--- src/hw/rtl/cbe_pkg.sv ---
// Shared constants, control word types and the microcode program of the cubic Bezier easing block.
`default_nettype none

package cbe_pkg;

   localparam int FRAC_BITS    = 16;
   localparam int SEARCH_STEPS = 17;

   localparam int VAL_W = 19;              // signed time / value / y control fields
   localparam int X_W   = 17;              // unsigned x control fields
   localparam int S_W   = FRAC_BITS + 1;   // curve parameter in [0, ONE]
   localparam int U3_W  = S_W + 2;         // 3 * (ONE - s)
   localparam int A_W   = 20;              // multiplier operand A, signed
   localparam int B_W   = 21;              // multiplier operand B, signed
   localparam int P_W   = A_W + B_W;       // product and accumulator
   localparam int CNT_W = $clog2(SEARCH_STEPS + 1);
   localparam int PC_W  = 5;
   localparam int IDX_W = 2;

   localparam int ONE_Q = 1 << FRAC_BITS;

   localparam logic [PC_W-1:0] PC_ACCEPT = PC_W'(0);
   localparam logic [PC_W-1:0] PC_MID    = PC_W'(1);
   localparam logic [PC_W-1:0] PC_XEVAL  = PC_W'(2);
   localparam logic [PC_W-1:0] PC_DECIDE = PC_W'(9);
   localparam logic [PC_W-1:0] PC_YEVAL  = PC_W'(10);
   localparam logic [PC_W-1:0] PC_FINISH = PC_W'(17);

   localparam logic [IDX_W-1:0] REG_X1 = IDX_W'(0);
   localparam logic [IDX_W-1:0] REG_Y1 = IDX_W'(1);
   localparam logic [IDX_W-1:0] REG_X2 = IDX_W'(2);
   localparam logic [IDX_W-1:0] REG_Y2 = IDX_W'(3);

   typedef enum logic [2:0] {
      SEQ_NEXT,
      SEQ_ACCEPT,
      SEQ_MID,
      SEQ_DECIDE,
      SEQ_FINISH,
      SEQ_JUMP
   } seq_op_type;

   typedef enum logic [1:0] {
      A_P1,
      A_P2,
      A_U3,
      A_S
   } asel_type;

   typedef enum logic [1:0] {
      B_U,
      B_S,
      B_ACC_SH,
      B_ACC
   } bsel_type;

   typedef enum logic [2:0] {
      ACC_HOLD,
      ACC_LOAD,
      ACC_ADD,
      ACC_LOAD_SH,
      ACC_ADD_SH
   } acc_op_type;

   typedef enum logic {
      PSEL_X,
      PSEL_Y
   } psel_type;

   typedef struct packed {
      seq_op_type      seq_op;
      logic [PC_W-1:0] branch_pc;
      psel_type        psel;
      asel_type        a_sel;
      bsel_type        b_sel;
      acc_op_type      acc_op;
   } ucode_type;

   // One curve evaluation: inner, s*s, 3*u*inner, sum, s*sum.
   function automatic ucode_type eval_word(input logic [2:0] step, input psel_type psel);
      ucode_type w;
      w.seq_op    = SEQ_NEXT;
      w.branch_pc = PC_ACCEPT;
      w.psel      = psel;
      w.a_sel     = A_S;
      w.b_sel     = B_S;
      w.acc_op    = ACC_HOLD;
      case (step)
         3'd0: begin
            w.a_sel = A_P1;
            w.b_sel = B_U;
         end
         3'd1: begin
            w.a_sel  = A_P2;
            w.b_sel  = B_S;
            w.acc_op = ACC_LOAD;
         end
         3'd2: begin
            w.a_sel  = A_S;
            w.b_sel  = B_S;
            w.acc_op = ACC_ADD;
         end
         3'd3: begin
            w.a_sel  = A_U3;
            w.b_sel  = B_ACC_SH;
            w.acc_op = ACC_LOAD_SH;
         end
         3'd4: begin
            w.acc_op = ACC_ADD_SH;
         end
         3'd5: begin
            w.a_sel = A_S;
            w.b_sel = B_ACC;
         end
         3'd6: begin
            w.acc_op = ACC_LOAD_SH;
         end
         default: begin
            w.acc_op = ACC_HOLD;
         end
      endcase
      return w;
   endfunction

   function automatic ucode_type ucode_fetch(input logic [PC_W-1:0] pc);
      ucode_type w;
      w.seq_op    = SEQ_NEXT;
      w.branch_pc = PC_ACCEPT;
      w.psel      = PSEL_X;
      w.a_sel     = A_S;
      w.b_sel     = B_S;
      w.acc_op    = ACC_HOLD;
      if (pc >= PC_XEVAL && pc < PC_DECIDE) begin
         w = eval_word(3'(pc - PC_XEVAL), PSEL_X);
      end else if (pc >= PC_YEVAL && pc < PC_FINISH) begin
         w = eval_word(3'(pc - PC_YEVAL), PSEL_Y);
      end else begin
         case (pc)
            PC_ACCEPT: begin
               w.seq_op    = SEQ_ACCEPT;
               w.branch_pc = PC_FINISH;
            end
            PC_MID: begin
               w.seq_op = SEQ_MID;
            end
            PC_DECIDE: begin
               w.seq_op    = SEQ_DECIDE;
               w.branch_pc = PC_MID;
            end
            PC_FINISH: begin
               w.seq_op    = SEQ_FINISH;
               w.branch_pc = PC_ACCEPT;
            end
            default: begin
               w.seq_op    = SEQ_JUMP;
               w.branch_pc = PC_ACCEPT;
            end
         endcase
      end
      return w;
   endfunction

endpackage

`default_nettype wire

--- src/hw/rtl/cubic_bezier_easing.sv ---
// Cubic Bezier easing curve evaluator, run by a microcoded sequencer over one multiplier.
//
//   channel  ports                         direction  content
//   req      req_valid/req_stall           in         time_in, signed Q16
//   rsp      rsp_valid/rsp_stall           out        eased_value, signed Q16 saturated
//   csr      csr_write_en/index/wdata      in         control points x1, y1, x2, y2
//
// A time at or outside [0,1], or a linear curve, goes from accept straight to finish.
// A bisected item runs accept, then up to 17 search steps (each mid, seven multiplier
// steps, decision), then the y evaluation and finish.
// Reset is synchronous; it clears the sequencer and output valid, and loads default points.
// The next item is taken while a result waits in the output register; a stalled result
// holds the sequencer at its finish step.
`default_nettype none

module cubic_bezier_easing (
   input  wire logic                               clock,
   input  wire logic                               reset,
   input  wire logic                               req_valid,
   output logic                                    req_stall,
   input  wire logic signed [cbe_pkg::VAL_W-1:0]   req_time_in,
   output logic                                    rsp_valid,
   input  wire logic                               rsp_stall,
   output logic signed [cbe_pkg::VAL_W-1:0]        rsp_eased_value,
   input  wire logic                               csr_write_en,
   input  wire logic [cbe_pkg::IDX_W-1:0]          csr_index,
   input  wire logic [cbe_pkg::VAL_W-1:0]          csr_wdata
);
   import cbe_pkg::*;

   localparam logic signed [P_W-1:0]   SAT_LO = P_W'(-2 * ONE_Q);
   localparam logic signed [P_W-1:0]   SAT_HI = P_W'(3 * ONE_Q);
   localparam logic signed [P_W-1:0]   ONE_P  = P_W'(ONE_Q);
   localparam logic signed [VAL_W-1:0] ONE_V  = VAL_W'(ONE_Q);
   localparam logic [S_W-1:0]          ONE_S  = S_W'(ONE_Q);

   ucode_type ctl;

   logic [PC_W-1:0]         pc_ff, pc_in;
   logic                    rsp_valid_ff, rsp_valid_in;
   logic signed [VAL_W-1:0] rsp_value_ff, rsp_value_in;
   logic [X_W-1:0]          x1_ff, x1_in, x2_ff, x2_in;
   logic signed [VAL_W-1:0] y1_ff, y1_in, y2_ff, y2_in;
   logic signed [VAL_W-1:0] t_ff, t_in;
   logic [S_W-1:0]          left_ff, left_in, right_ff, right_in;
   logic [S_W-1:0]          s_ff, s_in, u_ff, u_in;
   logic [U3_W-1:0]         u3_ff, u3_in;
   logic [CNT_W-1:0]        cnt_ff, cnt_in, cnt_nx;
   logic signed [P_W-1:0]   prod_ff, prod_in, acc_ff, acc_in, acc_sat;
   logic signed [A_W-1:0]   mul_a, p1, p2;
   logic signed [B_W-1:0]   mul_b;
   logic [S_W:0]            mid_sum;
   logic                    req_fire, out_free, finish_fire, linear, hit, search_done;

   always_comb begin
      ctl       = ucode_fetch(pc_ff);
      req_stall = (ctl.seq_op != SEQ_ACCEPT);
      req_fire  = req_valid && !req_stall;
      out_free  = !rsp_valid_ff || !rsp_stall;
      finish_fire = (ctl.seq_op == SEQ_FINISH) && out_free;
      linear    = ($signed({2'b00, x1_ff}) == y1_ff) && ($signed({2'b00, x2_ff}) == y2_ff);

      x1_in = x1_ff;
      y1_in = y1_ff;
      x2_in = x2_ff;
      y2_in = y2_ff;
      if (csr_write_en) begin
         case (csr_index)
            REG_X1:  x1_in = csr_wdata[X_W-1:0];
            REG_Y1:  y1_in = csr_wdata;
            REG_X2:  x2_in = csr_wdata[X_W-1:0];
            REG_Y2:  y2_in = csr_wdata;
            default: x1_in = x1_ff;
         endcase
      end

      if (ctl.psel == PSEL_X) begin
         p1 = A_W'(x1_ff);
         p2 = A_W'(x2_ff);
      end else begin
         p1 = A_W'(y1_ff);
         p2 = A_W'(y2_ff);
      end

      case (ctl.a_sel)
         A_P1:    mul_a = p1;
         A_P2:    mul_a = p2;
         A_U3:    mul_a = A_W'(u3_ff);
         A_S:     mul_a = A_W'(s_ff);
         default: mul_a = '0;
      endcase
      case (ctl.b_sel)
         B_U:      mul_b = B_W'(u_ff);
         B_S:      mul_b = B_W'(s_ff);
         B_ACC_SH: mul_b = acc_ff[FRAC_BITS +: B_W];
         B_ACC:    mul_b = acc_ff[B_W-1:0];
         default:  mul_b = '0;
      endcase
      prod_in = mul_a * mul_b;
      u3_in   = U3_W'(u_ff) + U3_W'({u_ff, 1'b0});

      case (ctl.acc_op)
         ACC_LOAD:    acc_in = prod_ff;
         ACC_ADD:     acc_in = acc_ff + prod_ff;
         ACC_LOAD_SH: acc_in = prod_ff >>> FRAC_BITS;
         ACC_ADD_SH:  acc_in = acc_ff + (prod_ff >>> FRAC_BITS);
         default:     acc_in = acc_ff;
      endcase

      t_in     = t_ff;
      left_in  = left_ff;
      right_in = right_ff;
      s_in     = s_ff;
      u_in     = u_ff;
      cnt_in   = cnt_ff;
      cnt_nx   = cnt_ff + CNT_W'(1);
      mid_sum  = {1'b0, left_ff} + {1'b0, right_ff};
      hit      = (acc_ff == P_W'(t_ff));
      search_done = hit || (cnt_nx == CNT_W'(SEARCH_STEPS));
      pc_in    = pc_ff + PC_W'(1);

      case (ctl.seq_op)
         SEQ_ACCEPT: begin
            pc_in = pc_ff;
            if (req_fire) begin
               t_in     = req_time_in;
               left_in  = '0;
               right_in = ONE_S;
               cnt_in   = '0;
               if (req_time_in <= 0) begin
                  acc_in = '0;
                  pc_in  = ctl.branch_pc;
               end else if (req_time_in >= ONE_V) begin
                  acc_in = ONE_P;
                  pc_in  = ctl.branch_pc;
               end else if (linear) begin
                  acc_in = P_W'(req_time_in);
                  pc_in  = ctl.branch_pc;
               end else begin
                  pc_in = pc_ff + PC_W'(1);
               end
            end
         end
         SEQ_MID: begin
            s_in = mid_sum[S_W:1];
            u_in = ONE_S - mid_sum[S_W:1];
         end
         SEQ_DECIDE: begin
            cnt_in = cnt_nx;
            if (acc_ff < P_W'(t_ff)) begin
               left_in = s_ff;
            end else begin
               right_in = s_ff;
            end
            if (!search_done) begin
               pc_in = ctl.branch_pc;
            end
         end
         SEQ_FINISH: begin
            pc_in = finish_fire ? ctl.branch_pc : pc_ff;
         end
         SEQ_JUMP: begin
            pc_in = ctl.branch_pc;
         end
         default: begin
            pc_in = pc_ff + PC_W'(1);
         end
      endcase

      if (acc_ff < SAT_LO) begin
         acc_sat = SAT_LO;
      end else if (acc_ff > SAT_HI) begin
         acc_sat = SAT_HI;
      end else begin
         acc_sat = acc_ff;
      end

      rsp_value_in = rsp_value_ff;
      rsp_valid_in = rsp_valid_ff && rsp_stall;
      if (finish_fire) begin
         rsp_value_in = acc_sat[VAL_W-1:0];
         rsp_valid_in = 1'b1;
      end

      rsp_valid       = rsp_valid_ff;
      rsp_eased_value = rsp_value_ff;
   end

   always_ff @(posedge clock) begin
      if (reset) begin
         pc_ff        <= PC_ACCEPT;
         rsp_valid_ff <= 1'b0;
         x1_ff        <= '0;
         y1_ff        <= '0;
         x2_ff        <= X_W'(ONE_Q);
         y2_ff        <= ONE_V;
      end else begin
         pc_ff        <= pc_in;
         rsp_valid_ff <= rsp_valid_in;
         x1_ff        <= x1_in;
         y1_ff        <= y1_in;
         x2_ff        <= x2_in;
         y2_ff        <= y2_in;
      end
      rsp_value_ff <= rsp_value_in;
      t_ff         <= t_in;
      left_ff      <= left_in;
      right_ff     <= right_in;
      s_ff         <= s_in;
      u_ff         <= u_in;
      u3_ff        <= u3_in;
      cnt_ff       <= cnt_in;
      prod_ff      <= prod_in;
      acc_ff       <= acc_in;
   end

`ifndef SYNTHESIS
   a_rsp_from_finish: assert property (@(posedge clock) disable iff (reset)
      $rose(rsp_valid_ff) |-> $past(ctl.seq_op == SEQ_FINISH))
      else $error("result raised outside the finish step");

   a_finish_returns: assert property (@(posedge clock) disable iff (reset)
      finish_fire |=> (pc_ff == PC_ACCEPT) && rsp_valid_ff)
      else $error("finish step did not hand off the result");

   a_bracket_order: assert property (@(posedge clock) disable iff (reset)
      (pc_ff != PC_ACCEPT) && (pc_ff < PC_YEVAL) |-> (left_ff <= right_ff))
      else $error("bisection bracket inverted");

   a_step_bound: assert property (@(posedge clock) disable iff (reset)
      (ctl.seq_op == SEQ_DECIDE) |-> (cnt_ff < CNT_W'(SEARCH_STEPS)))
      else $error("search ran past its step count");
`endif

endmodule

`default_nettype wire

--- config.mk ---
export PLATFORM = sky130hd
export DESIGN_NAME = cubic_bezier_easing
export DESIGN_NICKNAME = d
export VERILOG_FILES = /design/src/hw/rtl/cbe_pkg.sv /design/src/hw/rtl/cubic_bezier_easing.sv
export SDC_FILE = /design/constraint.sdc
export NUM_CORES = 2
export LEC_CHECK = 0
export BUFFER_PORTS_ARGS = -buffer_cell sky130_fd_sc_hd__buf_2
export CORE_MARGIN = 4
export CORE_UTILIZATION = 65
export CTS_BUF_LIST = sky130_fd_sc_hd__clkbuf_2 sky130_fd_sc_hd__clkbuf_4 sky130_fd_sc_hd__clkbuf_8
export DETAILED_ROUTE_END_ITERATION = 8
export PLACE_DENSITY_LB_ADDON = 0.25
export SLEW_MARGIN = 15
export SYNTH_ARGS = -nofsm -noshare
export SYNTH_HDL_FRONTEND = slang
export SYNTH_SLANG_ARGS = --single-unit
export TNS_END_PERCENT = 50
--- constraint.sdc ---
create_clock -name clock -period 12.4 [get_ports clock]
set_input_delay 1.86 -clock clock [delete_from_list [all_inputs] [get_ports clock]]
set_output_delay 1.86 -clock clock [all_outputs]
set_load 0.02 [all_outputs]
Word level (Yosys, flattened, before mapping)
Index checks and enable logic that the tools add are counted.

Bits in registers: 290.

$add $sub $neg: 9. $mul: 1. $lt $le $gt $ge: 9. Equal/unequal tests: 42. Muxes and demuxes: 36. Reductions and logical operators: 30.

Operators with widths (count): $mux W41 (5); $pmux W41 S4 (1); $pmux W21 S4 (1); $pmux W20 S4 (1); $mux W17 (4); $pmux W17 S2 (2); $add A41 B25 Y41 (1); $add A41 B41 Y41 (1); $eq A41 B19 Y1 (1); $gt A41 B19 Y1 const B (1); $lt A41 B18 Y1 const B (1); $lt A41 B19 Y1 (1); $mul A20 B21 Y41 (1); $mux W20 (2); $eq A18 B19 Y1 (2); $pmux W3 S4 (3); $mux W5 (7); $pmux W4 S4 (2); $eq A3 B3 Y1 const B (9); $eq A3 B2 Y1 const B (8); $pmux W5 S2 (2); $pmux W5 S4 (1); $add A17 B18 Y19 (1); $ge A19 B18 Y1 const B (1); other kinds (31) (68).

Logic depth before layout (Yosys ltp)
Word-level depth: 13. Mapped depth: 38.

Worst setup path after synthesis
Ideal clock, no wire load.

Kind: flip-flop to flip-flop. Start point: register pc_ff[1]. End point: register prod_ff[37]. Setup time: 72 ps. Arrival: 8518 ps. Data required time: 12328 ps. Setup slack: 3810 ps. Stages on the path, launching flop included: 36. Path buffers: 3. Path through: dfxtp_1 inv_1 ha_1 nor2b_1 a31oi_1 buf_2 buf_2 mux2i_1 nand2_1 o211ai_1 a21oi_1 a21oi_1 clkbuf_1 nor2_1 fa_1 inv_1 fa_1 fa_1 inv_1 fa_1 fa_1 fa_1 inv_1 fa_1 inv_1 ha_1 a21o_1 a21oi_1 o21ai_0 a31o_2 a2111oi_0 a21oi_1 o21ai_0 nand2b_1 a21oi_1 xnor2_1.

Cells in the longest elaborated chain, start to end: 8. Elaborated cells on any way between the ends: 33.

RTL lines: from (decl) (line cubic_bezier_easing.sv:39) `logic [PC_W-1:0] pc_ff, pc_in;`; from (signal assigned) (line cubic_bezier_easing.sv:198) `pc_ff <= pc_in;`; $sub A3 B2 Y3 (line cbe_pkg.sv:134, cbe_pkg.sv:136); $eq A3 B3 Y1, or another cell as far along (line cbe_pkg.sv:88) `case (step)`; $pmux W4 S4 (line cbe_pkg.sv:88); $mux W8 (line cbe_pkg.sv:135) `end else if (pc >= PC_YEVAL && pc < PC_FINISH) begin`; $mux W16 * (line cbe_pkg.sv:133) `if (pc >= PC_XEVAL && pc < PC_DECIDE) begin`; $eq A2 B2 Y1, or another cell as far along (line cubic_bezier_easing.sv:85) `case (ctl.a_sel)`; $pmux W20 S4 / $pmux W21 S4 (equally long branches) (line cubic_bezier_easing.sv:85, cubic_bezier_easing.sv:92); $mul A20 B21 Y41 * (line cubic_bezier_easing.sv:99) `prod_in = mul_a * mul_b;`; named net prod_in[37] (line cubic_bezier_easing.sv:49) `logic signed [P_W-1:0] prod_ff, prod_in, acc_ff, acc_in, acc_sat;`; to (signal assigned) (line cubic_bezier_easing.sv:213) `prod_ff <= prod_in;`; to (decl) (line cubic_bezier_easing.sv:49).

Mark *: on every way through the listed nets, which the timed path passes. The rest lies on a longest branch. A chain may end at the register's enable or synchronous reset.

Final worst setup path
Start point: register pc_ff[1]. End point: register prod_ff[40].

Same word-level chain as after synthesis.

==> impl_metrics.json <==
{
  "final_core_util_pct": 70.1,
  "port_buffers": 65,
  "ant_nets": 0,
  "path_class": "flip-flop to flip-flop",
  "syn_nets": 4398,
  "dpl.hpwl_mm": 71.2,
  "drive_gt1_share_pct": 7.28,
  "synth_edf_count": 110,
  "nFillCells": 3874,
  "synthCells": 3678,
  "vias": 26845,
  "cp-start-kind": "flip-flop",
  "hold_viol": 0,
  "ys_seq_area_share_pct": 21.1,
  "hold_class": "flip-flop to flip-flop",
  "fin_skew_ns": 0.0355,
  "synthArstFlopShare_pct": 0,
  "cts_buffers": 46,
  "dieArea_mm2": 0.0538,
  "ys_types": 85,
  "die_w_um": 232,
  "report.final.slew_viol_count": 0,
  "cts_tree": "yes",
  "violations": "DRC",
  "htreeDepth": 2,
  "cp.arrival_ns": 10.47,
  "cts_hold_buf": 0,
  "fp-row-count": 81,
  "drc": 1,
  "grt_pass1_vias": 27036,
  "wirelength_mm": 90.5,
  "slowest_delay_ns": 0.96,
  "start_util_pct": 66.2,
  "cts.sinks": 289,
  "drt-initial-drc-count": 2769,
  "synth-seq-cells": 289,
  "synthesis.area_mm2": 0.0326,
  "via_per_inst": 6.12,
  "clk_latency_ns": 0.62,
  "rsz0062_at_grt": "false",
  "synth.avg_cell_area_um2": 8.87,
  "antenna_found_initial": 2,
  "synthFlopType": "dfxtp_1",
  "grt_max_degree": 79,
  "cts_root_buffer": "clkbuf_8",
  "grt_overflow": 0,
  "cp-end-kind": "flip-flop",
  "yosys_warnings": 0,
  "grt_pass1_wl_mm": 145,
  "finalSetupViolCount": 0,
  "outcome": "finished, violations left",
  "cts_setup_buffers": 0,
  "worstMarginPinSlew_ns": 1.24,
  "clockBufferDepth": 3,
  "regArea_mm2": 0.00689,
  "max_clock_freq_mhz": 100,
  "path_clk_slew_ns": 0.06,
  "slowest_stage": "o22ai_1",
  "finalCritPeriodShare_pct": 80.3,
  "cp.required_ns": 12.92,
  "period_needed_ns": 9.95,
  "track_usage_pct": 34.2,
  "area_delta_synth_final_pct": 5.87,
  "dr.pass1.iters": 9,
  "multi_input_area_mm2": 0.0231,
  "coreArea_mm2": 0.0493,
  "io-pin-count": 66,
  "die_height_um": 232,
  "wire_per_inst_um": 20.6,
  "critical_path.max_fanout": 16,
  "gp_congestion": 0.987,
  "cap_viol_max_count": 0,
  "cts_resized": 0,
  "maxSlewHeadroom_pct": 17.1,
  "nNetsFinal": 4409,
  "setup_tns_ns": 0
}
## layout by cell type (no fill, tap or decap), drive strengths merged, types with 44 or more instances in the layout
| cell type | synthesis | final |
|---|---|---|
| dfxtp | 179 | 179 |
| nand2b | 44 | 44 |
| inv | 538 | 541 |
| a21o | 68 | 68 |
| xor2 | 80 | 80 |
| clkbuf | 128 | 58 |
| a21oi | 258 | 258 |
| nand2 | 480 | 480 |
| buf | 27 | 118 |
| nor2 | 361 | 361 |
| and2 | 45 | 45 |
| ha | 234 | 234 |
| fa | 441 | 441 |
| mux2i | 55 | 55 |
| edfxtp | 110 | 110 |
| xnor2 | 84 | 84 |
| o21ai | 101 | 101 |
## cell usage after synthesis (14+ instances only)
cell | n | area share, %
a211oi_1 | 21 | 0.48
and3_1 | 14 | 0.27
a221oi_1 | 20 | 0.54
or3_1 | 15 | 0.29
or2_2 | 16 | 0.31
o21ai_0 | 96 | 1.5
nor3_1 | 28 | 0.43
nand2_1 | 479 | 5.5
o22ai_1 | 42 | 0.81
a21oi_1 | 256 | 3.9
a22oi_1 | 21 | 0.48
mux2_2 | 25 | 0.86
xor2_1 | 80 | 2.1
nand2b_1 | 44 | 0.84
a21o_1 | 67 | 1.5
clkbuf_1 | 121 | 1.4
inv_1 | 538 | 6.2
nor4_1 | 27 | 0.52
buf_2 | 18 | 0.28
nand3_1 | 37 | 0.57
and2_1 | 45 | 0.86
xnor2_1 | 83 | 2.2
dfxtp_1 | 179 | 11
fa_1 | 441 | 27
ha_1 | 234 | 9.0
mux2i_1 | 55 | 1.7
nor2_1 | 360 | 4.1
edfxtp_1 | 110 | 10
o22a_1 | 22 | 0.59
nand4_1 | 24 | 0.46
## final cells by class
class                   count  area share, %
diodes                      2         0.0145
clock buffers              58           2.15
clock inverters            22          0.666
inverters                 539           5.86
multi-input cells        2695           66.9
flip-flops and latches    289           19.9
well taps                 664           2.41
repair buffers            118           2.09
## per-stage QoR
step                      cell area, um2  hold slack, ns  worst slack (ns)  instances
after floorplan                    32600           0.411              3.81       3678
after global placement             33600           0.464              2.81       4305
after detailed placement           33600           0.472              2.64       4305
after CTS                          34500           0.481              2.59       4385
after global routing               34500           0.503              1.83       4386
final                              34500           0.484              2.45       4387
## worst max-delay path, delay by kind of cell (launching register included)
family	cells	cell delay, ns
buffers and inverters	7	0.41
adders and majority gates	9	4.28
AOI/OAI and AO/OA	11	3.33
DFF	1	0.45
xor gates and xnor gates	1	0.13
and+or+nand+nor	5	1.26
## per-layer routing
metal	global-route usage, %	wire [um]
met1	44.1	34000
met2	54.8	41300
met3	6.99	9390
met4	18.3	5810
met5	0	0
## kinds of logic (layout without fill, tap and decap cells)
logic type               after synthesis  count (layout)  share of synthesized area (%)
AO/OA/AOI/OAI                        638             638                           12.2
buffers and inverters                694             737                           8.29
other                                  0               2                              0
XOR/XNOR                             164             164                           4.43
AND/OR/NAND/NOR                     1138            1138                           15.4
multiplexers                          80              80                           2.55
flip-flops                           289             289                           21.1
adder cells (fa/ha/maj)              675             675                           36.0
## flip-flops by register name (all words and copies together) (netlist names)
| name | count |
|---|---|
| rsp_valid | 1 |
| s_ff | 17 |
| cnt_ff | 5 |
| u3_ff | 19 |
| acc_ff | 41 |
| t_ff | 19 |
| left_ff | 17 |
| x2_ff | 17 |
| y1_ff | 19 |
| pc_ff | 5 |
| rsp_eased_value | 19 |
| prod_ff | 41 |
| u_ff | 16 |
| x1_ff | 17 |
| right_ff | 17 |
| y2_ff | 19 |
## worst paths after layout
kind	from	depth (start not counted)	slack, ns	end
setup / recovery	pc_ff[1]	33	2.45	prod_ff[40]
hold / removal	x2_ff[7]	2	0.48	x2_ff[7]
setup reg to reg	pc_ff[1]	33	2.45	prod_ff[40]
hold reg to reg	x2_ff[7]	2	0.48	x2_ff[7]
Power is left out: the tool's default activity adds up to more than one toggle a clock period on the data nets, which glitch-free logic cannot reach.
